### src/hdl/dqi_ram.sv
// ----------------------------------------------------------------------------
// dqi_ram
// Generic single-clock RAM, one write port, one registered read port.
// ----------------------------------------------------------------------------
module dqi_ram #(
	parameter int WIDTH = 16,
	parameter int DEPTH = 64
) (
	input  logic                     clk,
	input  logic                     we,
	input  logic [$clog2(DEPTH)-1:0] waddr,
	input  logic [WIDTH-1:0]         wdata,
	input  logic                     re,
	input  logic [$clog2(DEPTH)-1:0] raddr,
	output logic [WIDTH-1:0]         rdata
);

	logic [WIDTH-1:0] mem_q [0:DEPTH-1];

	always_ff @(posedge clk) begin
		if (we) begin
			mem_q[waddr] <= wdata;
		end
		if (re) begin
			rdata <= mem_q[raddr];
		end
	end

endmodule

### config.mk
export PLATFORM = sky130hd
export DESIGN_NAME = dqi_ram
export DESIGN_NICKNAME = d
export VERILOG_FILES = /design/src/hdl/dqi_ram.sv
export SDC_FILE = /design/constraint.sdc
export NUM_CORES = 1
export LEC_CHECK = 0
export BUFFER_PORTS_ARGS = -buffer_cell sky130_fd_sc_hd__buf_2
export CORE_ASPECT_RATIO = 0.75
export CORE_UTILIZATION = 45
export DETAILED_ROUTE_END_ITERATION = 16
export SYNTH_ARGS = -nofsm -noshare
export SYNTH_HDL_FRONTEND = slang
export SYNTH_SLANG_ARGS = --single-unit
### constraint.sdc
create_clock -name clk -period 2.8 [get_ports clk]
set_input_delay 0.56 -clock clk [delete_from_list [all_inputs] [get_ports clk]]
set_output_delay 0.56 -clock clk [all_outputs]
set_load 0.03 [all_outputs]
# Word level (Yosys, flattened, before mapping)
# Memory sizes are Yosys's and may differ from the RTL's. A register that Yosys moved wholly into a read port is not among the register bits.
# Cells that the tools add are included.
classes:
  eq_ne: 0
  n_reduce_logical: 0
  n_addsub: 0
  mux: 2
  n_shift: 0
  order_cmp: 0
  n_mul: 0
  bitwise_logic: 0
  div_mod_pow: 0
op_table:
  columns: ["cell", "n"]
  rows:
  - ["$mux W1", 2]
totals:
  memories: 1
  rom_bits: 0
  input_bits: 31
  elab_cells: 3
  output_inout_bits: 16
  reg_bits: 0
  mem_bits_rw: 1024
  latchBits: 0
memory_table:
  columns: ["memory", "depth", "word_bits", "rd", "rd_ports_with_merged_regs", "wr", "line_no", "source"]
  rows:
  - ["mem_q", 64, 16, 1, 1, 1, "18", "logic [WIDTH-1:0] mem_q [0:DEPTH-1];"]

# Logic depth before layout (Yosys ltp)
depth:
  depth_word: 2
  mapped_depth: 10
  mapped_depth_nobuf: 5

# Worst setup path after synthesis
# OpenSTA, ideal clock, no wires.
synth_timing:
  path_type: "input to register"
  from: "in waddr[3]"
  to: "mem mem_q[48][0] (enable)"
  setup_ns: 0.409
  n_path_buf: 1
  stages: 4
  required_time_ns: 2.391
  arrival_ns: 2.186
  slack_ns: 0.205
  cell_sequence: "clkbuf_1 -> nor2b_1 -> nand4b_1 -> nor3_1"
synth_rtl:
  columns: ["element", "line_no", "source"]
  rows:
  - ["from (decl)", "11", "input logic [$clog2(DEPTH)-1:0] waddr,"]
  - ["to (decl)", "18", null]
# No word-level cell before the write port.

==> impl_results.md <==
- Post-synth cell types: 42
- Row cnt: 94
- Core area: 88090 sq um
- Static Leak: 14.83 nW
- Final WS setup: -0.02859 ns
- Leading area contributor after synthesis: edfxtp_1
- Critical path arrival: 3.19 ns
- Root Driver: clkbuf_16
- DRT iter0 DRCs: 2378
- Post-synthesis sequential element count: 1040
- Max Used Layer: met5
- EDFF count, synth: 1040
- Failing checks: setup timing
- Unrepaired setup endpoints after global routing: no
- Wire length on met2: 44.19 mm
- Die area: 90550 sq um
- Top cell type's share of synthesized area: 0.7768
- Top fanout value on the critical path: 22
- Final Skew: 0.02365 ns
- Synth cell count leaders: 1040 x edfxtp_1, 220 x mux4_2, 85 x mux2i_1, 72 x nor2_1, 59 x nand2_1
- Largest net degree at the start of global routing: 65
- Count leader, synth: edfxtp_1
- Vias in the first global route: 19810
- Post-CTS Setup Repair Bufs: 0
- Overall Global Routing Usage: 0.2306
- Layout cells sized above 1: 0.3034
- Power density over the cells: 694.4 nW/um^2
- Max Fclk: 0.3535 GHz
- Met1 wire length: 43.16 mm
- Total CTS buffers: 97
- Io pins: 47
- Initial core utilization: 0.4564
- HPWL after DPL: 65.60 mm
- Post-route minimum period: 2.829 ns
- Maximum clock insertion buffer count: 3
- WL/cell: 30.85 microns
- Final wirelength: 102.3 mm
- Final setup fails: 1
- Ys Warns: 0
- Synth Area per Inst: 21.98 sq um
- Post-DRT Antenna Nets: 0
- Status: complete, but fails checks
- Max Transition Viols Final: 0
- Worst r2r path cells: 4
- Post-Place Setup Slack: -0.8116 ns
- Hold Path Depth: 1
- Slew headroom: 0.09440
- Post-layout net count: 2114
- Count of final hold-check violations: 0
- Power, Total: 0.03207 W
- Type of the tightest min-delay check: in -> reg
- Avg Vias per Cell: 5.926
- H-tree depth: 3
- Async SR Flop Fraction: 0
- Register clock-pin slew on the reported worst setup and hold paths: 0.06 ns
- Clock Sinks: 1040
- Initial antenna violation count: 11
- Via count: 19640
- Drc violations: 0
- Port buffer count: 46
- Synthesized cell area: 40200 sq um
- Tcrit/Tclk final: 1.010
- Worst hold slack: 0.2026 ns
- Top FF cell, synth: edfxtp_1
- CTS tree: done
- Drt pass-1 iters: 6
- Area contributors post-synth: edfxtp_1 78%, mux4_2 12%, mux2i_1 2.1%
- Syn Inst Count: 1829
- Clock latency on the worst-skew pair: 0.67 ns
- Hold-fix buffers, CTS: 0
- Crit. End Element: register
- Max-cap violations: 0
- Layout area overhead: 14.88%
- Net count after synthesis: 1860
- Worst-margin pin slew: 1.358 ns
- Die Span Y: 260.9 microns
- First-pass GRT wire length: 145.8 mm
- Die W: 347.1 microns
- Final GP Congestion: 0.8594
- Worst setup path class: in -> reg
- Sequential-to-total area share from yosys stat: 0.7768
- Grt ovf: 0
- Peak supply drop: 0.0004445 V
- DR WL met3: 12.87 mm
- Critical Path RT: 3.16 ns
- Worst setup SP type: primary input
## report_power, final
group / total (W) / internal [W] / switching, W
Clock: 0.0129 / 0.00721 / 0.00567
Combinational: 0.00183 / 0.000705 / 0.00113
Sequential: 0.0174 / 0.0173 / 0.0000907
Total: 0.0321 / 0.0252 / 0.00689
## flip-flops by register name (all words and copies together) (netlist names)
signal / cells
mem_q: 1024
rdata: 16
## worst max-delay path: stages
cell,delay [ns]
buf_8,0.14
buf_12,0.19
buf_12,0.23
mux4_2,0.52
mux2_2,0.30
a221oi_1,1.12
a311oi_1,0.08
## through the flow
stage	cell area, sq um	cells	util	setup TNS (ns)
2_1_floorplan	40200	1829	-	0
3_5_place_dp	43090	3136	0.4891	-4.400
5_1_grt	46180	3314	0.5242	0
3_3_place_gp	43090	3136	0.4891	-4.250
6_report	46180	3315	0.5243	-0.02859
4_1_cts	46160	3314	0.5240	0
## final cells by class
class                      instances  area [sq um]
antenna                            1         2.502
clock buffer                     116          2499
clock inverter                    62         558.0
fill                            6790         41910
multi-input combinational        685          8284
sequential                      1040         31230
tap                             1152          1441
timing repair buffer             259          2168
## metal layers
metal / GRT usage / vias up
met2: 0.3289 / 859
met1: 0.3309 / 10430
li1: - / 8218
met4: 0.05420 / 6
met3: 0.09416 / 133
met5: 0 / -
## path summary, 6_finish.rpt
path	from	end	slack, ns
setup / recovery	raddr[0]	rdata[9]	-0.03
hold / removal	wdata[4]	mem_q[30][4]	0.20
hold reg to reg	mem_q[0][12]	rdata[12]	0.96
setup reg to reg	mem_q[63][9]	rdata[9]	0.17
## cell usage in the layout (no fill, tap or decap), types with 24 or more instances in the layout
| cell type | count |
|---|---|
| mux4_2 | 220 |
| nor2_1 | 72 |
| mux2_2 | 27 |
| clkinv_1 | 24 |
| nor2b_1 | 30 |
| nand2_1 | 59 |
| buf_2 | 43 |
| a22oi_1 | 37 |
| buf_12 | 25 |
| mux2i_1 | 85 |
| clkbuf_16 | 97 |
| buf_4 | 188 |
| nand3_1 | 24 |
| edfxtp_1 | 1040 |
## logic make-up (layout without fill, tap and decap cells)
logic type | Yosys count | after routing | share of synthesized area
other | 0 | 1 | 0
AND/OR/NAND/NOR | 220 | 220 | 0.02636
flip-flops | 1040 | 1040 | 0.7768
multiplexers | 336 | 336 | 0.1546
AO/OA/AOI/OAI | 129 | 129 | 0.02400
buffers and inverters | 104 | 437 | 0.01824
## timing repair
action | in CTS | in global routing
gates cloned | 0 | 0
setup endpoints to repair | 3 | 3
pin swaps | 0 | 0
gates resized for setup | 3 | 3
Note: power is estimated with default switching activity, not from simulation.
