**config.mk**
```make
export PLATFORM = sky130hd
export DESIGN_NAME = dqi_dequant_flat
export DESIGN_NICKNAME = d
export VERILOG_FILES = /design/src/hdl/dqi_pkg.sv /design/src/hdl/dqi_if.sv /design/src/hdl/dqi_ram.sv /design/src/hdl/dqi_dequant.sv /design/src/flat_wrapper.sv
export SDC_FILE = /design/constraint.sdc
export NUM_CORES = 2
export LEC_CHECK = 0
export BUFFER_PORTS_ARGS = -buffer_cell sky130_fd_sc_hd__buf_4
export CAP_MARGIN = 20
export CELL_PAD_IN_SITES_DETAIL_PLACEMENT = 0
export CELL_PAD_IN_SITES_GLOBAL_PLACEMENT = 2
export CORE_MARGIN = 2
export CORE_UTILIZATION = 51
export CTS_CLUSTER_DIAMETER = 200
export DETAILED_ROUTE_END_ITERATION = 7
export PLACE_DENSITY = 0.95
export SYNTH_ARGS = -nofsm -noshare
export SYNTH_HDL_FRONTEND = slang
export SYNTH_SLANG_ARGS = --single-unit
```
**constraint.sdc**
```tcl
create_clock -name clk -period 11.32 [get_ports clk]
set_clock_uncertainty 0.05 [all_clocks]
set_input_delay 1.698 -clock clk [delete_from_list [all_inputs] [get_ports clk]]
set_output_delay 1.698 -clock clk [all_outputs]
set_load 0.02 [all_outputs]
```
**src/hdl/dqi_pkg.sv**
```systemverilog
// ----------------------------------------------------------------------------
// dqi_pkg
// Shared constants and the cosine weight table of the dequantizing 8x8 IDCT.
// ----------------------------------------------------------------------------
package dqi_pkg;

	localparam int COEF_WIDTH_DEF = 16;
	localparam int COS_FRAC_DEF   = 14;
	localparam int TAB_BITS       = 24;
	localparam int ROW_WIDTH      = 22;
	localparam int IN_COEF_W      = 16;
	localparam int QUANT_W        = 16;
	localparam int SAMPLE_W       = 8;
	localparam int POS_W          = 6;
	localparam int NPOS           = 64;
	localparam logic [POS_W-1:0] LAST_POS = POS_W'(NPOS - 1);

	localparam logic [24:0] COS_MAG [0:8] = '{
		25'd16777216, 25'd16454846, 25'd15500126, 25'd13949745, 25'd11863283,
		25'd9320922, 25'd6420363, 25'd3273072, 25'd0
	};

	// c(u)*cos((2i+1)u*pi/16), rounded half away from zero to frac fraction bits
	function automatic logic signed [31:0] weight(input logic [2:0] i, input logic [2:0] u,
			input int frac);
		logic [24:0] m;
		logic        neg;
		logic [4:0]  k;
		logic [25:0] r;
		int          d;
		d   = TAB_BITS - frac;
		k   = 5'(8'({i, 1'b1}) * 8'(u));
		neg = 1'b0;
		if (u == 3'd0) begin
			m = COS_MAG[4];
		end else if (k <= 5'd8) begin
			m = COS_MAG[k[3:0]];
		end else if (k <= 5'd16) begin
			m   = COS_MAG[4'(5'd16 - k)];
			neg = 1'b1;
		end else if (k <= 5'd24) begin
			m   = COS_MAG[4'(k - 5'd16)];
			neg = 1'b1;
		end else begin
			m = COS_MAG[4'(6'd32 - {1'b0, k})];
		end
		r = ({1'b0, m} + (26'd1 << (d - 1))) >> d;
		weight = neg ? -$signed({6'b0, r}) : $signed({6'b0, r});
	endfunction

endpackage

```
**src/hdl/dqi_if.sv**
```systemverilog
// ----------------------------------------------------------------------------
// dqi_if
// Valid/ready channels: input words and output sample words.
// ----------------------------------------------------------------------------
interface dqi_in_if;
	logic                                valid;
	logic                                ready;
	logic                                mode;
	logic [dqi_pkg::POS_W-1:0]           position;
	logic signed [dqi_pkg::IN_COEF_W-1:0] coefficient;
	logic [dqi_pkg::QUANT_W-1:0]         quant_value;

	modport source(output valid, mode, position, coefficient, quant_value, input ready);
	modport sink(input valid, mode, position, coefficient, quant_value, output ready);
endinterface


```
**src/hdl/dqi_ram.sv**
```systemverilog
// ----------------------------------------------------------------------------
// dqi_ram
// Generic single-clock RAM, one write port, one registered read port.
// ----------------------------------------------------------------------------
module dqi_ram #(
	parameter int WIDTH = 16,
	parameter int DEPTH = 64
) (
	input  logic                     clk,
	input  logic                     we,
	input  logic [$clog2(DEPTH)-1:0] waddr,
	input  logic [WIDTH-1:0]         wdata,
	input  logic                     re,
	input  logic [$clog2(DEPTH)-1:0] raddr,
	output logic [WIDTH-1:0]         rdata
);

	logic [WIDTH-1:0] mem_q [0:DEPTH-1];

	always_ff @(posedge clk) begin
		if (we) begin
			mem_q[waddr] <= wdata;
		end
		if (re) begin
			rdata <= mem_q[raddr];
		end
	end

endmodule

```
**src/hdl/dqi_dequant.sv**
```systemverilog
// ----------------------------------------------------------------------------
// dqi_dequant
// Input side: quantizer table, coefficient dequantize and saturate.
// ----------------------------------------------------------------------------
module dqi_dequant #(
	parameter int COEF_WIDTH = dqi_pkg::COEF_WIDTH_DEF
) (
	input  logic                        clk,
	input  logic                        arst_n,
	dqi_in_if.sink                      in_ch,
	input  logic                        engine_busy,
	output logic                        coef_we,
	output logic [dqi_pkg::POS_W-1:0]   coef_waddr,
	output logic [COEF_WIDTH-1:0]       coef_wdata,
	output logic                        start
);
	import dqi_pkg::*;

	localparam int PW = IN_COEF_W + QUANT_W + 1;
	localparam logic signed [PW-1:0] SAT_HI = PW'((64'sd1 <<< (COEF_WIDTH - 1)) - 64'sd1);
	localparam logic signed [PW-1:0] SAT_LO = -SAT_HI - PW'(1);

	typedef enum logic [2:0] {
		ST_IDLE  = 3'b001,
		ST_READ  = 3'b010,
		ST_WRITE = 3'b100
	} dq_state_t;

	dq_state_t                   state_q;
	logic [NPOS-1:0]             qvalid_q;
	logic                        qv_s1;
	logic signed [IN_COEF_W-1:0] coef_s1;
	logic [POS_W-1:0]            pos_s1;
	logic signed [PW-1:0]        prod_s2;
	logic [QUANT_W-1:0]          q_rdata;
	logic                        accept;

	assign in_ch.ready = (state_q == ST_IDLE) && !engine_busy;
	assign accept      = in_ch.valid && in_ch.ready;

	dqi_ram #(.WIDTH(QUANT_W), .DEPTH(NPOS)) u_quant_ram (
		.clk   (clk),
		.we    (accept && !in_ch.mode),
		.waddr (in_ch.position),
		.wdata (in_ch.quant_value),
		.re    (accept && in_ch.mode),
		.raddr (in_ch.position),
		.rdata (q_rdata)
	);

	always_ff @(posedge clk or negedge arst_n) begin
		if (!arst_n) begin
			state_q  <= ST_IDLE;
			qvalid_q <= '0;
		end else begin
			unique case (state_q)
				ST_IDLE: begin
					if (accept && !in_ch.mode) begin
						qvalid_q[in_ch.position] <= 1'b1;
					end
					if (accept && in_ch.mode) begin
						state_q <= ST_READ;
					end
				end
				ST_READ:  state_q <= ST_WRITE;
				ST_WRITE: state_q <= ST_IDLE;
				default:  state_q <= ST_IDLE;
			endcase
		end
	end

	always_ff @(posedge clk) begin
		if (accept) begin
			coef_s1 <= in_ch.coefficient;
			pos_s1  <= in_ch.position;
			qv_s1   <= qvalid_q[in_ch.position];
		end
		if (state_q == ST_READ) begin
			prod_s2 <= PW'(coef_s1) * $signed({1'b0, (qv_s1 ? q_rdata : QUANT_W'(0))});
		end
	end

	always_comb begin
		if (prod_s2 > SAT_HI) begin
			coef_wdata = COEF_WIDTH'(SAT_HI);
		end else if (prod_s2 < SAT_LO) begin
			coef_wdata = COEF_WIDTH'(SAT_LO);
		end else begin
			coef_wdata = COEF_WIDTH'(prod_s2);
		end
	end

	assign coef_we    = (state_q == ST_WRITE);
	assign coef_waddr = pos_s1;
	assign start      = (state_q == ST_WRITE) && (pos_s1 == LAST_POS);

endmodule

```
**src/flat_wrapper.sv**
```systemverilog
// flat-port wrapper written by rule: the top's interface ports become plain ports
module dqi_dequant_flat import dqi_pkg::*;
#(
	parameter int COEF_WIDTH = dqi_pkg::COEF_WIDTH_DEF
)
  (clk, arst_n, engine_busy, coef_we, coef_waddr, coef_wdata, start, in_ch_valid, in_ch_mode, in_ch_position, in_ch_coefficient, in_ch_quant_value, in_ch_ready);
  dqi_in_if in_ch_i ();
  input  logic clk;
  input  logic arst_n;
  input  logic engine_busy;
  output logic coef_we;
  output logic [dqi_pkg::POS_W-1:0] coef_waddr;
  output logic [COEF_WIDTH-1:0] coef_wdata;
  output logic start;
  input wire logic [$bits(in_ch_i.valid)-1:0] in_ch_valid;
  input wire logic [$bits(in_ch_i.mode)-1:0] in_ch_mode;
  input wire logic [$bits(in_ch_i.position)-1:0] in_ch_position;
  input wire logic [$bits(in_ch_i.coefficient)-1:0] in_ch_coefficient;
  input wire logic [$bits(in_ch_i.quant_value)-1:0] in_ch_quant_value;
  output wire logic [$bits(in_ch_i.ready)-1:0] in_ch_ready;
  assign in_ch_i.valid = in_ch_valid;
  assign in_ch_i.mode = in_ch_mode;
  assign in_ch_i.position = in_ch_position;
  assign in_ch_i.coefficient = in_ch_coefficient;
  assign in_ch_i.quant_value = in_ch_quant_value;
  assign in_ch_ready = in_ch_i.ready;
  dqi_dequant #(.COEF_WIDTH(COEF_WIDTH)) u_core (.clk(clk), .arst_n(arst_n), .in_ch(in_ch_i), .engine_busy(engine_busy), .coef_we(coef_we), .coef_waddr(coef_waddr), .coef_wdata(coef_wdata), .start(start));
endmodule
```
## Yosys cells after proc, flatten, opt, wreduce, memory -nomap -nowiden

Memories as Yosys holds them, arrays and structs flattened. A register that Yosys moved wholly into a read port is not among the register bits.
Index checks and enable logic that the tools add are counted.

| storage, ports and cells | value |
|---|---|
| flip-flop bits (word level) | 123 |
| bits in writable memories | 1,024 |
| bits of input ports | 43 |
| output and inout port bits | 25 |
| memories kept | 1 |

| operators by class | value |
|---|---|
| multipliers | 1 |
| $lt $le $gt $ge | 4 |
| equal/unequal tests | 5 |
| multiplexer cells | 11 |
| bitwise gates (word level) | 1 |
| reduce and logical (&&, ||, !) cells | 9 |

Memory list:

| name | depth | bits a word | read ports | clocked after Yosys merged registers in | wr ports | RTL line | RTL |
|---|---|---|---|---|---|---|---|
| u_core.u_quant_ram.mem_q | 64 | 16 | 1 | 1 | 1 | dqi_ram.sv:18 | `logic [WIDTH-1:0] mem_q [0:DEPTH-1];` |

Operators with widths:

| operator | count |
|---|---|
| bitwise OR 64 bit | 1 |
| 2-to-1 mux 16 bit | 3 |
| > comparator 33 x 16 -> 1 bit (second input constant) | 1 |
| less-than comparator 33 x 16 -> 1 bit (second input constant) | 1 |
| multiplier 16 x 17 -> 33 bit | 1 |
| less-than comparator 6 x 7 -> 1 bit (second input constant) | 1 |
| binary-select mux 1 bit (select 6 bit) | 1 |
| demux 1 bit (select 6 bit) | 1 |
| == test 6 bit (second input constant) | 1 |
| >= comparator 6 x 1 -> 1 bit (second input constant) | 1 |
| logical AND 1 bit | 6 |
| case mux 3 bit (2 select lines) | 1 |
| 2-to-1 mux 1 bit | 4 |
| == test 3 x 1 -> 1 bit (second input constant) | 1 |
| == test 3 x 2 -> 1 bit (second input constant) | 1 |
| == test 3 bit (second input constant) | 1 |
| 2-to-1 mux 3 bit | 1 |
| zero test 1 bit | 2 |
| inequality test 2 bit (second input constant) | 1 |
| AND reduction 2 bit | 1 |

## Longest topological paths before layout

| logic depth | value |
|---|---|
| depth in word-level cells | 6 |
| gate-level depth with buffers | 25 |
| mapped depth without buffers | 21 |

## Modules after synthesis

A second synthesis with hierarchy kept.

| second synthesis, totals | value |
|---|---|
| cell total of the unflattened synthesis | 3,248 |
| area, all modules | 54,190.7 um2 |

By module, submodules not included:

| module | instances | cells an instance | area each (um2) | sequential area each (um2) |
|---|---|---|---|---|
| dqi_ram | 1 | 1,829 | 40,202.3 | 31,230.0 |
| dqi_dequant | 1 | 1,419 | 13,988.4 | 3,359.5 |

## Least setup slack after synthesis

No wires, ideal clock.

| timing path | value |
|---|---|
| path type | register to register |
| start | register u_core.qv_s1 |
| end | register u_core.prod_s2[29] (data pin) |
| library setup time | 270 ps |
| arrival time | 5,805 ps |
| required time | 11,000 ps |
| setup slack | 5,195 ps |
| cell stages (with the launch flop) | 22 |
| buffers on the path | 3 |
| period minus slack after synthesis | 6,125 ps |
| cells stage by stage | edfxtp_1 -> clkbuf_1 -> and2_1 -> clkbuf_1 -> nand2_1 -> fa_1 -> fa_1 -> inv_1 -> fa_1 -> fa_1 -> fa_1 -> inv_1 -> fa_1 -> inv_1 -> ha_1 -> clkbuf_1 -> o21a_1 -> o211a_1 -> a221oi_1 -> nand3_1 -> a31oi_1 -> o311ai_1 |

| between the ends | value |
|---|---|
| cells in the longest elaborated chain, start to end | 2 |

Ends and longest elaborated chain:

| item | RTL line | RTL |
|---|---|---|
| start, declared | dqi_dequant.sv:31 | `logic qv_s1;` |
| start signal, assigned | dqi_dequant.sv:76 | `qv_s1 <= qvalid_q[in_ch.position];` |
| 2-to-1 mux 16 bit | dqi_dequant.sv:79 | `prod_s2 <= PW'(coef_s1) * $signed({1'b0, (qv_s1 ? q_rdata : QUANT_W'(0))});` |
| multiplier 16 x 17 -> 33 bit | dqi_dequant.sv:79 |  |
| end signal, assigned | dqi_dequant.sv:79 |  |
| end, declared | dqi_dequant.sv:34 | `logic signed [PW-1:0] prod_s2;` |

No other way between the ends.
A chain may end at the register's enable or synchronous reset.

## Worst setup path in the final report

| timing path | value |
|---|---|
| start | register u_core.qv_s1 |
| end | register u_core.prod_s2[26] (data pin) |

Same word-level chain as after synthesis.

==> results.toml <==
[global_route]
grt-ovfl-total = 0
grt_use_total_pct = 27.8
grt_busiest_layer = "met2"
grt_pass1_wl_mm = 218
grt_antenna_before_repair = 3
grt_pass1_vias = 32200
grt_start_max_net_pins = 131
met1_usage_pct = 36.9
grt_util_met2_pct = 44.8
grtUsageMet3_pct = 5.84

[finish]
area_delta_synth_final_pct = 10.8
fin_area_um2 = 59400
n_antenna_cell = 0
nets = 4033
post-route-util_pct = 57.2
drive_gt1_share_pct = 15.2

[detailed_routing]
drt_iter0_markers = 4715
drt_wl_total_mm = 149
drc_errors = 0
drt_pass1_iterations = 6
via_count = 32400
final_antenna_net_count = 0
via_per_inst = 6.29
wl_per_cell_um = 29.0

[synth]
syn_nets = 3956
synth_seq_cells = 1163
synth.avg_cell_area_um2 = 14.9
synth_edf_count = 1096
synth.most_common_cell = "edfxtp_1"
synth_area_leader_cell = "edfxtp_1"
seq_area_frac_synth_pct = 64.5
async_flop_share_pct = 5.76
synthTopCellsByArea = "edfxtp_1, fa_1, dfrtp_1"
netlist.area_leader.share_pct = 61.4
synth_area_um2 = 53600
yosys_warnings = 0
synth_common_cells = "edfxtp_1, inv_1, nor2_1"
syn_inst = 3597
synth_cell_types = 75
synth_flop_cell = "edfxtp_1"

[critical_path]
worst_r2r_startpoint = "u_core.qv_s1$_DFFE_PP_"
critPathKind = "reg2reg"
crit_arrival_ns = 7.62
cp-startpoint = "u_core.qv_s1$_DFFE_PP_"
setup.worst_path.start_class = "flip-flop"
cp-end-kind = "flip-flop"
critPathMaxFanout = 130
cp.depth = 20
slowest_stage = "buf_4"
slowest_delay_ns = 0.72
cp_common_cell = "fa_1"
cp_data_required_time_ns = 11.70
reg2regPathDepth = 20
worstPathCellList = "buf_4, and2_1, nand2_1, fa_1, inv_1, fa_1, fa_1, inv_1, fa_1, fa_1, fa_1, inv_1, ha_1, inv_1, o21a_1, a2111oi_0, nor3b_1, a31oi_1, a31oi_1, xnor2_1"
crit_family = "adder cells"
critPathBufInv = 5
reg2reg_slack_ns = 4.07

[timing]
fmax_mhz = 138
slew_headroom_pct = 26.6
whs_ns = 0.416
hold_viol_final = 0
fin_crit_ns = 7.25
drv_slew = 0
tns_ns = 0
tightest_slew_ns = 1.10
rsz0062_at_grt = "false"
setup_viol = 0
period_share_pct = 64.0

[worst_hold_path]
hold_depth = 1
min_path_type = "reg2reg"
min-delay-start = "u_core.qvalid_q[2]$_DFFE_PN0P_"

[clocking]
cts_resized = 0
cts_buffers = 111
cts_buffer_depth = 3
cts_sinks = 1163
cts_root_buf = "clkbuf_16"
insertion_delay_ns = 0.72
cts_tree = "yes"
post_cts_buffers = 0
clkTransAtPathRegs_ns = 0.07
cts-htree-levels = 3
holdBufCountCts = 0

[die]
die_width_um = 328
die_area_um2 = 108000
dieHeight_um = 328
rows = 118
initial_core_util_pct = 51.6
design.portCount = 68
coreArea_um2 = 104000

[flow_run]
cap_viol_max_count = 0

[placed_design]
gp_congestion = 0.906
port_buffers = 67
hpwl_mm = 90.1
dpl_cell_area_um2 = 55700

[pwr]
peakVddDrop_uv = 210
p_per_area_nw_per_um2 = 175
p_leak_nw = 21.9

[outcome]
status = "completed"
[state kept, by name, summed over array words and instances (netlist names)]
name	cells
u_core.u_quant_ram.mem_q	1024
u_core.qvalid_q	64
u_core.prod_s2	33
u_core.coef_s1	16
u_core.u_quant_ram.rdata	16
u_core.coef_waddr	6
u_core.state_q	3
u_core.qv_s1	1
[placed cells by master, fill, tap and decap left out, types with 75 or more instances in the layout]
| cell | instances |
|---|---|
| inv_1 | 258 |
| o21ai_0 | 76 |
| ha_1 | 122 |
| mux2_2 | 75 |
| a21oi_1 | 140 |
| edfxtp_1 | 1096 |
| a22oi_1 | 100 |
| mux2i_1 | 119 |
| clkbuf_16 | 112 |
| nand2_1 | 203 |
| a221oi_1 | 133 |
| fa_1 | 194 |
| nor2_1 | 205 |
| buf_4 | 170 |
| and3_1 | 117 |
[cell families after synthesis]
| family | share of synthesized area [%] |
|---|---|
| DFF | 64.5 |
| and+or+nand+nor | 6.71 |
| AOI/OAI and AO/OA | 8.24 |
| buffers and inverters | 3.77 |
| adders and majority gates | 10.1 |
| muxes | 6.25 |
| xor gates and xnor gates | 0.425 |
[where the power goes]
group          internal, mW  leakage, nW  switching [mW]
clock                  2.12         1.78            1.62
combinational         0.679         9.34            1.13
sequential             4.79         10.8          0.0337
[worst register-to-register path: cells and delay by family, from the launching register on]
family,cells,cell delay (ns)
buffers and inverters,5,0.98
flip-flops,1,0.32
AO/OA/AOI/OAI,4,1.24
AND/OR/NAND/NOR,3,0.88
adder cells (fa/ha/maj),7,3.37
XOR/XNOR,1,0.16
[area by class of cell]
class / instances / area (µm²)
multi-input combinational: 1963 / 17100
fill: 8096 / 44500
inverter: 261 / 980
clock buffer: 148 / 3080
timing repair buffer: 174 / 1330
tap: 1380 / 1730
sequential: 1163 / 34600
clock inverter: 58 / 617
[layer usage]
metal	routed length [µm]	vias up
met1	55500	16400
met4	7290	6
met2	70600	1963
met3	15800	368
met5	43	-
li1	-	13700
[final timing paths]
check,end
max,u_core.prod_s2[26]$_DFFE_PP_
min,u_core.qvalid_q[2]$_DFFE_PN0P_
max reg2reg,u_core.prod_s2[26]$_DFFE_PP_
min reg2reg,u_core.qvalid_q[2]$_DFFE_PN0P_
max in group asynchronous,u_core.qvalid_q[17]$_DFFE_PN0P_
min in group asynchronous,u_core.qvalid_q[36]$_DFFE_PN0P_
[stage by stage]
step / power (mW) / std cells / setup slack, ns
global route: 10.8 / 5147 / 3.72
CTS: 10.4 / 5145 / 4.16
finish: 10.4 / 5147 / 4.07
detailed placement: 6.72 / 4939 / 4.15
floorplan: 6.17 / 3597 / 5.20
global placement: 6.70 / 4939 / 4.30
No activity file was read; power rests on OpenSTA's default activity.
