**src/hdl/dqi_pkg.sv**
```systemverilog
// ----------------------------------------------------------------------------
// dqi_pkg
// Shared constants and the cosine weight table of the dequantizing 8x8 IDCT.
// ----------------------------------------------------------------------------
package dqi_pkg;

	localparam int COEF_WIDTH_DEF = 16;
	localparam int COS_FRAC_DEF   = 14;
	localparam int TAB_BITS       = 24;
	localparam int ROW_WIDTH      = 22;
	localparam int IN_COEF_W      = 16;
	localparam int QUANT_W        = 16;
	localparam int SAMPLE_W       = 8;
	localparam int POS_W          = 6;
	localparam int NPOS           = 64;
	localparam logic [POS_W-1:0] LAST_POS = POS_W'(NPOS - 1);

	localparam logic [24:0] COS_MAG [0:8] = '{
		25'd16777216, 25'd16454846, 25'd15500126, 25'd13949745, 25'd11863283,
		25'd9320922, 25'd6420363, 25'd3273072, 25'd0
	};

	// c(u)*cos((2i+1)u*pi/16), rounded half away from zero to frac fraction bits
	function automatic logic signed [31:0] weight(input logic [2:0] i, input logic [2:0] u,
			input int frac);
		logic [24:0] m;
		logic        neg;
		logic [4:0]  k;
		logic [25:0] r;
		int          d;
		d   = TAB_BITS - frac;
		k   = 5'(8'({i, 1'b1}) * 8'(u));
		neg = 1'b0;
		if (u == 3'd0) begin
			m = COS_MAG[4];
		end else if (k <= 5'd8) begin
			m = COS_MAG[k[3:0]];
		end else if (k <= 5'd16) begin
			m   = COS_MAG[4'(5'd16 - k)];
			neg = 1'b1;
		end else if (k <= 5'd24) begin
			m   = COS_MAG[4'(k - 5'd16)];
			neg = 1'b1;
		end else begin
			m = COS_MAG[4'(6'd32 - {1'b0, k})];
		end
		r = ({1'b0, m} + (26'd1 << (d - 1))) >> d;
		weight = neg ? -$signed({6'b0, r}) : $signed({6'b0, r});
	endfunction

endpackage

```
**src/hdl/dqi_if.sv**
```systemverilog


interface dqi_out_if;
	logic                         valid;
	logic                         ready;
	logic [dqi_pkg::SAMPLE_W-1:0] sample;
	logic [dqi_pkg::POS_W-1:0]    pixel_index;
	logic                         last;

	modport source(output valid, sample, pixel_index, last, input ready);
	modport sink(input valid, sample, pixel_index, last, output ready);
endinterface

```
**src/hdl/dqi_ram.sv**
```systemverilog
// ----------------------------------------------------------------------------
// dqi_ram
// Generic single-clock RAM, one write port, one registered read port.
// ----------------------------------------------------------------------------
module dqi_ram #(
	parameter int WIDTH = 16,
	parameter int DEPTH = 64
) (
	input  logic                     clk,
	input  logic                     we,
	input  logic [$clog2(DEPTH)-1:0] waddr,
	input  logic [WIDTH-1:0]         wdata,
	input  logic                     re,
	input  logic [$clog2(DEPTH)-1:0] raddr,
	output logic [WIDTH-1:0]         rdata
);

	logic [WIDTH-1:0] mem_q [0:DEPTH-1];

	always_ff @(posedge clk) begin
		if (we) begin
			mem_q[waddr] <= wdata;
		end
		if (re) begin
			rdata <= mem_q[raddr];
		end
	end

endmodule

```
**src/hdl/dqi_idct.sv**
```systemverilog
// ----------------------------------------------------------------------------
// dqi_idct
// Separable 8x8 IDCT on one shared multiply-accumulate, row pass to RAM,
// column pass to the output register.
// ----------------------------------------------------------------------------
module dqi_idct #(
	parameter int COEF_WIDTH    = dqi_pkg::COEF_WIDTH_DEF,
	parameter int COS_FRAC_BITS = dqi_pkg::COS_FRAC_DEF
) (
	input  logic                      clk,
	input  logic                      arst_n,
	input  logic                      start,
	output logic                      busy,
	output logic                      coef_re,
	output logic [dqi_pkg::POS_W-1:0] coef_raddr,
	input  logic [COEF_WIDTH-1:0]     coef_rdata,
	dqi_out_if.source                 out_ch
);
	import dqi_pkg::*;

	localparam int OPW = ROW_WIDTH;
	localparam int WW  = COS_FRAC_BITS + 2;
	localparam int PW  = OPW + WW;
	localparam int AW  = PW + 3;
	localparam int SR  = COS_FRAC_BITS - 3;
	localparam int SC  = COS_FRAC_BITS + 5;
	localparam logic signed [AW-1:0] LEVEL   = AW'(64'sd128 <<< SC);
	localparam logic [AW-1:0]        HALF_R  = AW'(64'd1 << (SR - 1));
	localparam logic [AW-1:0]        HALF_C  = AW'(64'd1 << (SC - 1));
	localparam logic [AW-1:0]        ROW_MAX = AW'((64'd1 << (ROW_WIDTH - 1)) - 64'd1);
	localparam logic [AW-1:0]        ROW_MIN = AW'(64'd1 << (ROW_WIDTH - 1));
	localparam logic [AW-1:0]        PIX_MAX = AW'(255);

	typedef enum logic [4:0] {
		E_IDLE  = 5'b00001,
		E_RUN   = 5'b00010,
		E_DRAIN = 5'b00100,
		E_FIN   = 5'b01000,
		E_DONE  = 5'b10000
	} eng_state_t;

	eng_state_t              state_q;
	logic                    col_q;
	logic [2:0]              y_q, x_q, k_q;
	logic                    rd_s1, mul_s2;
	logic signed [WW-1:0]    w_s1;
	logic signed [PW-1:0]    prod_s2;
	logic signed [AW-1:0]    acc_q;
	logic [AW-1:0]           mag_q;
	logic                    neg_q;
	logic [OPW-1:0]          row_rdata;
	logic signed [OPW-1:0]   operand;
	logic signed [AW-1:0]    fin_val;
	logic [AW-1:0]           r_row, r_col;
	logic [OPW-1:0]          row_val;
	logic [SAMPLE_W-1:0]     pix_val;
	logic                    out_free, issue, done_go, last_elem;
	logic                    out_valid_q, last_q;
	logic [SAMPLE_W-1:0]     sample_q;
	logic [POS_W-1:0]        index_q;

	assign busy       = (state_q != E_IDLE);
	assign issue      = (state_q == E_RUN);
	assign out_free   = !out_valid_q || out_ch.ready;
	assign done_go    = (state_q == E_DONE) && (!col_q || out_free);
	assign last_elem  = (y_q == 3'd7) && (x_q == 3'd7);
	assign coef_re    = issue && !col_q;
	assign coef_raddr = {y_q, k_q};

	dqi_ram #(.WIDTH(OPW), .DEPTH(NPOS)) u_row_ram (
		.clk   (clk),
		.we    (done_go && !col_q),
		.waddr ({y_q, x_q}),
		.wdata (row_val),
		.re    (issue && col_q),
		.raddr ({k_q, x_q}),
		.rdata (row_rdata)
	);

	assign operand = col_q ? $signed(row_rdata)
		: $signed({{(OPW - COEF_WIDTH){coef_rdata[COEF_WIDTH-1]}}, coef_rdata});
	assign fin_val = col_q ? (acc_q + LEVEL) : acc_q;
	assign r_row   = (mag_q + HALF_R) >> SR;
	assign r_col   = (mag_q + HALF_C) >> SC;

	always_comb begin
		if (!neg_q) begin
			row_val = (r_row > ROW_MAX) ? OPW'(ROW_MAX) : OPW'(r_row);
		end else begin
			row_val = (r_row > ROW_MIN) ? OPW'(ROW_MIN) : OPW'(-r_row);
		end
		if (neg_q) begin
			pix_val = '0;
		end else begin
			pix_val = (r_col > PIX_MAX) ? SAMPLE_W'(PIX_MAX) : SAMPLE_W'(r_col);
		end
	end

	always_ff @(posedge clk or negedge arst_n) begin
		if (!arst_n) begin
			state_q     <= E_IDLE;
			col_q       <= 1'b0;
			y_q         <= '0;
			x_q         <= '0;
			k_q         <= '0;
			rd_s1       <= 1'b0;
			mul_s2      <= 1'b0;
			out_valid_q <= 1'b0;
		end else begin
			rd_s1  <= issue;
			mul_s2 <= rd_s1;
			if (out_valid_q && out_ch.ready) begin
				out_valid_q <= 1'b0;
			end
			unique case (state_q)
				E_IDLE: begin
					if (start) begin
						state_q <= E_RUN;
						col_q   <= 1'b0;
						y_q     <= '0;
						x_q     <= '0;
						k_q     <= '0;
					end
				end
				E_RUN: begin
					k_q <= k_q + 3'd1;
					if (k_q == 3'd7) begin
						state_q <= E_DRAIN;
					end
				end
				E_DRAIN: begin
					if (!rd_s1 && !mul_s2) begin
						state_q <= E_FIN;
					end
				end
				E_FIN: state_q <= E_DONE;
				E_DONE: begin
					if (done_go) begin
						if (col_q) begin
							out_valid_q <= 1'b1;
						end
						{y_q, x_q} <= {y_q, x_q} + POS_W'(1);
						k_q        <= '0;
						if (last_elem) begin
							if (col_q) begin
								state_q <= E_IDLE;
							end else begin
								col_q   <= 1'b1;
								state_q <= E_RUN;
							end
						end else begin
							state_q <= E_RUN;
						end
					end
				end
				default: state_q <= E_IDLE;
			endcase
		end
	end

	always_ff @(posedge clk) begin
		if (issue) begin
			w_s1 <= WW'(weight(col_q ? y_q : x_q, k_q, COS_FRAC_BITS));
		end
		if (rd_s1) begin
			prod_s2 <= PW'(operand) * PW'(w_s1);
		end
		if (state_q == E_IDLE || done_go) begin
			acc_q <= '0;
		end else if (mul_s2) begin
			acc_q <= acc_q + AW'(prod_s2);
		end
		if (state_q == E_FIN) begin
			neg_q <= fin_val[AW-1];
			mag_q <= fin_val[AW-1] ? AW'(-fin_val) : AW'(fin_val);
		end
		if (done_go && col_q) begin
			sample_q <= pix_val;
			index_q  <= {y_q, x_q};
			last_q   <= last_elem;
		end
	end

	assign out_ch.valid       = out_valid_q;
	assign out_ch.sample      = sample_q;
	assign out_ch.pixel_index = index_q;
	assign out_ch.last        = last_q;

endmodule

```
**src/flat_wrapper.sv**
```systemverilog
// flat-port wrapper written by rule: the top's interface ports become plain ports
module dqi_idct_flat import dqi_pkg::*;
#(
	parameter int COEF_WIDTH    = dqi_pkg::COEF_WIDTH_DEF,
	parameter int COS_FRAC_BITS = dqi_pkg::COS_FRAC_DEF
)
  (clk, arst_n, start, busy, coef_re, coef_raddr, coef_rdata, out_ch_valid, out_ch_sample, out_ch_pixel_index, out_ch_last, out_ch_ready);
  dqi_out_if out_ch_i ();
  input  logic clk;
  input  logic arst_n;
  input  logic start;
  output logic busy;
  output logic coef_re;
  output logic [dqi_pkg::POS_W-1:0] coef_raddr;
  input  logic [COEF_WIDTH-1:0] coef_rdata;
  output wire logic [$bits(out_ch_i.valid)-1:0] out_ch_valid;
  output wire logic [$bits(out_ch_i.sample)-1:0] out_ch_sample;
  output wire logic [$bits(out_ch_i.pixel_index)-1:0] out_ch_pixel_index;
  output wire logic [$bits(out_ch_i.last)-1:0] out_ch_last;
  input wire logic [$bits(out_ch_i.ready)-1:0] out_ch_ready;
  assign out_ch_valid = out_ch_i.valid;
  assign out_ch_sample = out_ch_i.sample;
  assign out_ch_pixel_index = out_ch_i.pixel_index;
  assign out_ch_last = out_ch_i.last;
  assign out_ch_i.ready = out_ch_ready;
  dqi_idct #(.COEF_WIDTH(COEF_WIDTH), .COS_FRAC_BITS(COS_FRAC_BITS)) u_core (.clk(clk), .arst_n(arst_n), .start(start), .busy(busy), .coef_re(coef_re), .coef_raddr(coef_raddr), .coef_rdata(coef_rdata), .out_ch(out_ch_i));
endmodule
```
**config.mk**
```make
export PLATFORM = sky130hd
export DESIGN_NAME = dqi_idct_flat
export DESIGN_NICKNAME = d
export VERILOG_FILES = /design/src/hdl/dqi_pkg.sv /design/src/hdl/dqi_if.sv /design/src/hdl/dqi_ram.sv /design/src/hdl/dqi_idct.sv /design/src/flat_wrapper.sv
export SDC_FILE = /design/constraint.sdc
export NUM_CORES = 2
export LEC_CHECK = 0
export ABC_AREA = 0
export BUFFER_PORTS_ARGS = -buffer_cell sky130_fd_sc_hd__buf_2
export CORE_MARGIN = 2
export CORE_UTILIZATION = 56
export CTS_CLUSTER_SIZE = 10
export DETAILED_ROUTE_END_ITERATION = 16
export GPL_ROUTABILITY_DRIVEN = 0
export PLACE_DENSITY_LB_ADDON = 0.1
export SYNTH_ARGS = -nofsm -noshare
export SYNTH_HDL_FRONTEND = slang
export SYNTH_SLANG_ARGS = --single-unit
export TNS_END_PERCENT = 5
```
**constraint.sdc**
```tcl
create_clock -name clk -period 7 [get_ports clk]
set_clock_uncertainty 0.2 [all_clocks]
set_input_delay 0.35 -clock clk [delete_from_list [all_inputs] [get_ports clk]]
set_output_delay 0.35 -clock clk [all_outputs]
set_load 0.05 [all_outputs]
```
# Word-level counts from Yosys, hierarchy flattened
# Memories as Yosys holds them, arrays and structs flattened. A register that Yosys moved wholly into a read port is not among the register bits.
# Cells that the tools add are included.
# Widths: inputs -> output; s select.
# totals
regBits	170
latch_bits	0
mem_bits_rw	1408
rom_bits	1600
input_bits	20
out_inout_bits	24
word_cells	138
mem_count	5
# classes
n_addsub	13
mul	2
div_mod_pow	0
n_lt_le_gt_ge	10
n_eq_ne	14
shifts	0
n_mux	51
bitwise_logic	4
reduce_logical	22
# mem_list
memory	words	width	read_ports	rd_ports_with_merged_regs	wr	line	text
u_core.u_row_ram.mem_q	64	22	1	1	1	dqi_ram.sv:18	logic [WIDTH-1:0] mem_q [0:DEPTH-1];
(no name shown)	16	25	1	0	0	dqi_pkg.sv:37	m = COS_MAG[k[3:0]];
(no name shown)	16	25	1	0	0	dqi_pkg.sv:39	m = COS_MAG[4'(5'd16 - k)];
(no name shown)	16	25	1	0	0	dqi_pkg.sv:42	m = COS_MAG[4'(k - 5'd16)];
(no name shown)	16	25	1	0	0	dqi_pkg.sv:45	m = COS_MAG[4'(6'd32 - {1'b0, k})];
# op_table
cell	count
$mux 25	13
$mux 22	4
$add 41x11->41 const B	1
$add 41x19->41 const B	1
$add 41x28->41 const B	1
$add 41x38->41	1
$mux 41	1
$neg 41->41	1
$mux 40	1
$mul 22x16->38	1
$gt 30x21->1 const B	1
$gt 30x22->1 const B	1
$add 25x10->26 const B	1
$pmux 5 s5	1
$gt 22x8->1 const B	1
$neg 22->22	1
$ge 5x5->1 const B	4
$mux 5	4
$not 4->5	4
$mux 16	1
$neg 16->16	1
$mux 3	5
$mux 1	14
$pmux 3 s2	2
other kinds (28)	50

# Logic depth before layout (Yosys ltp)
# logic_depth
word_depth	15
mapped_depth	30
depth_no_buf	25

# Modules after synthesis
# A second synthesis with hierarchy kept.
# hier_totals
hier_cells	5082
area_unflattened_um2	78868.1
# modules_own_cells
module	instances	cells_per_inst	area_per_inst_um2	seq_area_each_um2
dqi_ram	1	2349	54481.0	42941.2
dqi_idct	1	2733	24387.1	4305.4

# Least setup slack after synthesis
# Ideal clock, no wire load.
# synth_path
kind	register to register
start	register u_core.col_q
end	register u_core.prod_s2[37], data pin
setup_time_ns	0.259
arrival_ns	7.045
required_time_ns	6.541
slack_ns	-0.504
path_stages_with_launch	28
path_buffers	4
period_less_slack_ns	7.504
path_cell_list	dfrtp_1 -> buf_4 -> clkbuf_1 -> clkbuf_1 -> mux2_2 -> clkbuf_1 -> and2_1 -> fa_1 -> inv_1 -> fa_1 -> fa_1 -> fa_1 -> inv_1 -> fa_1 -> inv_1 -> fa_1 -> inv_1 -> ha_1 -> a21o_1 -> a221o_1 -> a31oi_1 -> a221oi_1 -> nand4_1 -> nand4_1 -> a211o_1 -> nor3_1 -> a21oi_1 -> xnor2_1
# synth_via
elab_chain_len	2
# synth_lines
item	line	text
start: declaration	dqi_idct.sv:43	logic col_q;
start signal: assignment	dqi_idct.sv:102	col_q <= 1'b0;
start signal: assignment	dqi_idct.sv:119	col_q <= 1'b0;
start signal: assignment	dqi_idct.sv:148	col_q <= 1'b1;
$mux 22	dqi_idct.sv:80	assign operand = col_q ? $signed(row_rdata)
$mul 22x16->38	dqi_idct.sv:166	prod_s2 <= PW'(operand) * PW'(w_s1);
end signal: assignment	dqi_idct.sv:166	
end: declaration	dqi_idct.sv:47	logic signed [PW-1:0] prod_s2;
# No other way between the ends.
# A chain may end at the register's enable or synchronous reset.

# Worst setup path in the final report
# Ends and elaborated chain as after synthesis.

==> out/results.txt <==
Hold Path Cell Cnt = 3
hold-critical path endpoint = u_core.state_q[0]
slew at the pin with the worst max-slew slack = 1450 ps
Fin. Hold Viols = 0
Area Growth Syn to Fin = 13.1%
Adder-Cell Fraction of Synth Area = 11.4%
Peak Freq = 144 MHz
synth top area cells = edfxtp_1 (59%), fa_1 (9.0%), ha_1 (2.5%), nand2_1 (2.5%), a21oi_1 (2.1%)
Starting Density = 56.3%
die area = 143,000 um2
# setup viols final = 0
fillcell total = 10,300
die height = 378 um
Distinct cells, synth = 99
mux cell area share after synthesis = 3.71%
port bufs = 43
Cells after DPL = 7,768
Clk Latency, worst-skew pair = 810 ps
via/cell ratio = 6.47
DRT Wirelength = 238,000 um
largest family of logic cells by synthesized area = adder cells
CTS tree = built
global-route wire length before repair = 345,000 um
Reg2Reg Setup Slack = 50 ps
Mapped Nets = 6,409
FF+latch count, synth = 1,590
worst-path maximum fanout = 7
HP Start = start
clk slew on worst S/H paths = 60 ps
Slew headroom = 2.10%
H-tree Lvls = 4
post-synthesis xor/xnor area fraction = 1.92%
share of layout cells above drive strength 1 = 15.2%
Post-synth EDFFs = 1,531
R2R depth = 25
clock sink count = 1,590
cell count after synthesis = 5,884
synthesized cell area = 78,200 um2
1st-iter DRT viols = 6,332
pin count of the biggest net entering global routing = 101
RSZ-0062 raised after global routing = yes
Crit path top cell by count = fa_1
DP HPWL = 146,000 um
antenna viol nets, final = 0
post-route insts no fill = 8,039
RR Startpoint = u_core.col_q
number of max-cap violations = 0
Max stage delay on crit path = 530 ps
Critical Path AT = 7250 ps
fin nets = 6,639
compound-cell area share of the yosys netlist = 10.7%
post-synthesis sequential area ratio = 60.4%
Mapped Avg Cell Area = 13.3 um2
Worst Setup SP = u_core.col_q
initial antenna violation count = 11
Critical Path RT = 7300 ps
Hold Worst Slack = 119 ps
boundary pin count = 44
gr usage total = 33.6%
FP Rows = 137
min-delay worst type = in2reg
Slew Limit Fails = 0
ys async rst share = 1.13%
Slowest-stage cell, CP = fa_1
Synth top area share = 58.8%
vias in the first global route = 51,000
Max clock buf depth = 3
setup TNS = 0 ps
outcome = complete, no violations
worst r2r dst = u_core.prod_s2[37]
Worst setup EP type = flop
Setup CP Type = reg2reg
grt ovf = 0
simple-gate share of the synthesized area = 7.98%
Synthesis Warnings = 0
Yosys top cell by area = edfxtp_1
Vias = 52,000
DRC viols = 0
Final Critical Period = 6950 ps
top_reg_cell synth = edfxtp_1
final worst path period share = 99.2%
Core ar. = 139,000 um2
average wire per standard cell = 29.7 um
DIE WIDTH = 378 um
clock buffer count from CTS = 181
Pre-Repair DR Iteration Count = 6
CTS root buffer = clkbuf_16
critical path launch point type = flop
==> worst max-delay path, delay by kind of cell, from the launching register on <==
kind                     cells  cell delay [ps]
AO/OA/AOI/OAI                3              700
XOR/XNOR                     1              100
adder cells (fa/ha/maj)      7             3320
buffers and inverters        6              650
flip-flops                   1              440
multiplexers                 1              330
AND/OR/NAND/NOR              7              890
==> cells by family (layout without fill, tap and decap cells) <==
logic type,count (synthesis),in the layout
simple gates,1332,1333
fa+ha+maj,505,505
flops,1590,1590
compound gates,1251,1251
other cells,0,3
buf+inv,787,1062
mux,250,250
xor+xnor,169,169
==> final cells by class <==
cell class / count / area [um2] / share of cell area, %
tap: 1876 / 2350 / 2.65
timing repair buffer: 383 / 3150 / 3.56
sequential: 1590 / 47300 / 53.4
antenna: 3 / 7.51 / 0.00848
inverter: 450 / 1690 / 1.91
clock inverter: 21 / 377 / 0.426
clock buffer: 208 / 4710 / 5.33
multi-input combinational: 3508 / 29000 / 32.7
==> registers in the layout, indices dropped and copies added, names as in the netlist, 3 cells and up <==
signal / flops
u_core.y_q: 3
u_core.u_row_ram.rdata: 22
u_core.state_q: 5
u_core.out_ch.pixel_index: 6
u_core.w_s1: 16
u_core.x_q: 3
u_core.out_ch.sample: 8
u_core.mag_q: 31
u_core.u_row_ram.mem_q: 1408
u_core.acc_q: 41
u_core.prod_s2: 38
u_core.k_q: 3
==> layer usage <==
layer / part of all wire [%] / up-vias / wire length (um) / global-route usage [%]
li1: - / 22000 / - / -
met2: 46 / 3010 / 110000 / 52.3
met3: 11 / 559 / 26500 / 8.23
met5: 0.039 / - / 94 / 0
met1: 38 / 26400 / 89900 / 44.8
met4: 5.0 / 16 / 11900 / 15.5
==> Yosys cell counts (53+ instances only) <==
| cell | n |
|---|---|
| a22oi_1 | 221 |
| a221oi_1 | 109 |
| mux2_2 | 97 |
| xnor2_1 | 118 |
| o21ai_0 | 210 |
| ha_1 | 155 |
| mux2i_1 | 131 |
| nand3_1 | 109 |
| nand4_1 | 53 |
| and2_1 | 146 |
| clkbuf_1 | 246 |
| nor3_1 | 73 |
| fa_1 | 350 |
| inv_1 | 446 |
| a21oi_1 | 335 |
| buf_1 | 58 |
| nand2_1 | 516 |
| a31oi_1 | 56 |
| a22o_1 | 80 |
| nor2_1 | 279 |
| edfxtp_1 | 1531 |
==> what timing repair did <==
action,CTS,global route
pin swaps,34,97
hold buffers,6,0
gates resized for setup,56,89
endpoints found under the setup margin,7,16
hold endpoints to repair,26,0
gates cloned,0,1
buffers inserted,13,21
==> metrics by stage <==
step | cell area [um2] | setup WS, ps | utilization (%)
floorplan | 78300 | 3.20 | -
global placement | 82600 | -152 | 59.4
detailed placement | 82600 | -189 | 59.4
CTS | 88000 | -5.75 | 63.3
global route | 88500 | -174 | 63.7
finish | 88500 | 52.5 | 63.7
==> cells in the final DEF (no fill, tap or decap), drive strengths merged, types with 97 or more instances in the layout <==
| cell type | instances |
|---|---|
| o21ai | 214 |
| edfxtp | 1531 |
| nor2 | 280 |
| buf | 377 |
| ha | 155 |
| clkbuf | 208 |
| mux2 | 97 |
| a21oi | 337 |
| fa | 350 |
| mux2i | 131 |
| nand2 | 518 |
| a22oi | 221 |
| xnor2 | 119 |
| inv | 452 |
| nand3 | 111 |
| and2 | 147 |
| a221oi | 110 |
==> worst max path at each step <==
| stage | endpoint | slack, ps | depth (start not counted) |
|---|---|---|---|
| detailed placement | u_core.prod_s2[37] | -190 | 25 |
| global route | u_core.prod_s2[37] | -170 | 27 |
| finish | u_core.prod_s2[37] | 50 | 25 |
| CTS | u_core.prod_s2[28] | -6 | 27 |
| floorplan | u_core.prod_s2[28] | 3 | 27 |
| global placement | u_core.prod_s2[37] | -150 | 25 |
Power is not shown: default switching activity piles up to over one toggle a cycle in this logic, so the estimate is an artifact.
